`src/rtl/ttw_addr_unit.sv`:
```
// maps a screen row and column to a store address through the scroll offset
module ttw_addr_unit #(
  parameter int ROWS = 24,
  parameter int RW   = 5,
  parameter int CW   = 5
) (
  input  logic [RW-1:0]    lrow,
  input  logic [CW-1:0]    lcol,
  input  logic [RW-1:0]    top,
  output logic [RW+CW-1:0] addr
);

  logic [RW:0]   sum;
  logic [RW-1:0] prow;

  always_comb begin
    sum = {1'b0, lrow} + {1'b0, top};
    if (sum >= (RW+1)'(ROWS)) begin
      sum = sum - (RW+1)'(ROWS);
    end
    prow = sum[RW-1:0];
  end

  assign addr = {prow, lcol};

endmodule

```
`config.mk`:
```
export PLATFORM = sky130hd
export DESIGN_NAME = ttw_addr_unit
export DESIGN_NICKNAME = d
export VERILOG_FILES = /design/src/rtl/ttw_addr_unit.sv
export SDC_FILE = /design/constraint.sdc
export NUM_CORES = 1
export LEC_CHECK = 0
export CELL_PAD_IN_SITES_DETAIL_PLACEMENT = 1
export CELL_PAD_IN_SITES_GLOBAL_PLACEMENT = 1
export CORE_AREA = 2 2 39 41
export DETAILED_ROUTE_END_ITERATION = 16
export DIE_AREA = 0 0 41 43
export DONT_BUFFER_PORTS = 1
export PLACE_DENSITY_LB_ADDON = 0.1
export SLEW_MARGIN = 20
export SYNTH_ARGS = -nofsm -noshare
export SYNTH_HDL_FRONTEND = slang
export SYNTH_SLANG_ARGS = --single-unit
```
`constraint.sdc`:
```
create_clock -name vclk -period 2.6
set_input_delay 0.39 -clock vclk [all_inputs]
set_output_delay 0.39 -clock vclk [all_outputs]
set_load 0.01 [all_outputs]
```
-- Word level (Yosys, flattened, before mapping)
Index checks and enable logic that the tools add are counted.
- register bits after elaboration: 0
- bits of input ports: 15
- output and inout port bits: 10
- word-level logic and storage cells: 4
- add/sub/neg operators: 2
- $lt $le $gt $ge: 1
- multiplexer cells: 1
- operators with widths (operator ; number):
    $add A5 B5 Y6 ; 1
    $ge A6 B5 Y1 const B ; 1
    $mux W5 ; 1
    $sub A5 B5 Y5 const B ; 1

-- Logic depth before layout (Yosys ltp)
- depth in word-level cells: 3
- gate-level depth with buffers: 6
- mapped depth without buffers: 6

-- Worst setup path after synthesis
No wires, ideal clock.
- path type: input to output
- from: input port top[0]
- to: output port addr[8]
- arrival time: 1.731 ns
- data required time: 2.210 ns
- slack: 0.479 ns
- cell stages on the path: 6
- buffers on the path: 0
- cell sequence: ha_1 > fa_1 > nand2_1 > mux2_2 > a31oi_1 > o22ai_1
- cells in the longest elaborated chain, start to end: 3
- elaborated cells between the ends (all ways): 4
- classes of those cells: add/sub: 2; order compare: 1; mux: 1
- RTL lines (element ; line ; RTL):
    from (decl) ; 9 ; input logic [RW-1:0] top,
    $add A5 B5 Y6 (*) ; 17 ; sum = {1'b0, lrow} + {1'b0, top};
    $sub A5 B5 Y5 / $ge A6 B5 Y1 (equally long branches) ; 19, 18 ;
    $mux W5 (*) ; 18 ; if (sum >= (RW+1)'(ROWS)) begin
    to (decl) ; 10 ; output logic [RW+CW-1:0] addr
Every way passes the cells marked *; elsewhere a longest branch is shown, timed or not.

-- Final worst setup path
Same ends and word-level chain as after synthesis.

==> impl_metrics.tcl <==
set metrics [dict create \
    status "finished, final reports clean" \
    port-buffer-count 0 \
    relSlewSlack 0.757 \
    start_util 0.259 \
    synth_warnings 0 \
    gr-total-overflow 0 \
    area_growth_pct -10.8 \
    worst_slack_ns 0.360 \
    drv_cap 0 \
    crit_path_max_incr_delay_ns 0.48 \
    tightest_slew_ns 0.365 \
    yosysTopAreaCell "ha_1" \
    path_class "input pin to output port" \
    worst_hold_slack_ns 0.780 \
    cts_setup_buffers 0 \
    rsz0062_at_grt "false" \
    yosys.area.top_type_share 0.174 \
    critPathArrivalTime_ns 1.85 \
    drc 0 \
    crit_required_ns 2.21 \
    final_util 0.231 \
    final_cell_count_no_fill 54 \
    synthTopCellsByArea "ha_1, buf_4, xnor2_1" \
    gp_congestion 0.682 \
    worstPathCellList "ha_1 > fa_1 > nand2_1 > mux2_2 > a31oi_1 > o22ai_1" \
    grt_pass1_wl_um 1490 \
    switchingPower_w 0.0000502 \
    met3_usage 0.0157 \
    post_cts_resized 0 \
    vias_per_cell 5.43 \
    die_y_um 43 \
    grt_max_degree 12 \
    rows 14 \
    synth.top_cells.by_count "buf_4, ha_1, nand2_1, a21oi_1, xnor2_1" \
    switching_share 0.573 \
    ir_worst_vdd_mv 0.0473 \
    register_area_sq_um 0 \
    antenna_cells 0 \
    use_met1 0.130 \
    fin_crit_ns 2.24 \
    die_x_um 41 \
    grt_pass1_vias 330 \
    wire_per_inst_um 16.8 \
    hold_viol 0 \
    combPwrFrac 1.000 \
    slowest_stage "fa_1" \
    syn_area_sq_um 359 \
    powerDensity_nw_per_um2 273 \
    finalSetupViolCount 0 \
    yosysSeqAreaShare 0 \
    dp_cells 54 \
    grt_use_total 0.114 \
    die_area_sq_um 1760 \
    syn-num-nets 67 \
    cp_max_fo 6 \
    clkbuf_count 0 \
    top_usage_layer "met2" \
    post-route-period-util 0.861 \
    vias 293 \
    routed_wl_um 909 \
    drive_above_1_share 0.0789 \
    grtUsageMet2 0.219 \
    fmax_ghz 0.446 \
    avgSynthCellArea_sq_um 7.81 \
    postCtsHoldBufs 0 \
    p_seq_frac 0 \
    seq_cell_count 0 \
    nFillCells 167 \
    dpl_worst_slack_ns 0.336 \
    coreArea_sq_um 1380 \
    synth_cell_types 28 \
    fin_tns_setup_ns 0 \
    first_pass_iters 2 \
    multiInputGateArea_sq_um 297 \
    nets 61 \
    netlist_instances 46 \
    drv_slew 0 \
    worstSetupStartpointType "input pin" \
    p_leak_nw 0.120 \
    p_clk_frac 0 \
    p_int_w 0.0000373 \
    dpl.hpwl_um 776 \
    drtAntennaViolNets 0 \
    critPathCaptureType "output port" \
    hold_class "input pin to output port" \
    drt_iter0_drc 4 \
    io_pins 25 \
    antenna_found_initial 0 \
]
## per-layer routing
metal  vias up  routed length [um]  share of wire
met5         -                   0              0
met4         0                   0              0
met3         0                  39          0.043
met2         6                 530           0.58
met1       136                 339           0.37
li1        151                   -              -
## layout make-up
type / instances / area share
multi-input combinational: 37 / 0.926
inverter: 1 / 0.0117
tap: 16 / 0.0625
## cells in the final DEF (no fill, tap or decap)
| master | count |
|---|---|
| ha_1 | 5 |
| nand2_1 | 4 |
| a21oi_1 | 3 |
| xnor2_1 | 3 |
| nand2b_1 | 2 |
| nand3_1 | 2 |
| a31oi_1 | 2 |
| xor2_1 | 1 |
| a21o_4 | 1 |
| o21a_1 | 1 |
| nor2_1 | 1 |
| or2_2 | 1 |
| mux2_2 | 1 |
| a211oi_1 | 1 |
| o22ai_1 | 1 |
| inv_1 | 1 |
| o211ai_1 | 1 |
| or3b_1 | 1 |
| nor3b_1 | 1 |
| o21ai_0 | 1 |
| nor4bb_1 | 1 |
| a221oi_1 | 1 |
| a32oi_1 | 1 |
| fa_1 | 1 |
## logic make-up after synthesis
family,count (synthesis),share of synthesized area
and+or+nand+nor,13,0.206
muxes,1,0.0314
buffers and inverters,9,0.174
adders and majority gates,6,0.230
xor gates and xnor gates,4,0.0976
AOI/OAI and AO/OA,13,0.261
## power groups by stage
stage          sequential, W  clock, W  combinational [W]
3_5_place_dp               0         0          0.0000882
3_3_place_gp               0         0          0.0000845
6_report                   0         0          0.0000876
4_1_cts                    0         0          0.0000885
5_1_grt                    0         0          0.0000972
2_1_floorplan              0         0          0.0000853
## final timing paths
kind,start,endpoint,slack (ns),cells past startpoint
setup / recovery,top[0],addr[8],0.36,6
hold / removal,lcol[1],addr[1],0.78,0
## stage by stage
stage / total power [W] / area, sq um
after floorplan: 0.0000853 / 359
after global placement: 0.0000845 / 320
after detailed placement: 0.0000882 / 320
after CTS: 0.0000885 / 320
after global routing: 0.0000972 / 320
final: 0.0000876 / 320
## worst max-delay path: cells and delay by family
family | cells | cell delay [ns]
compound gates | 2 | 0.32
fa+ha+maj | 2 | 0.71
mux | 1 | 0.33
simple gates | 1 | 0.11
Power figures use the tool's default switching activity.
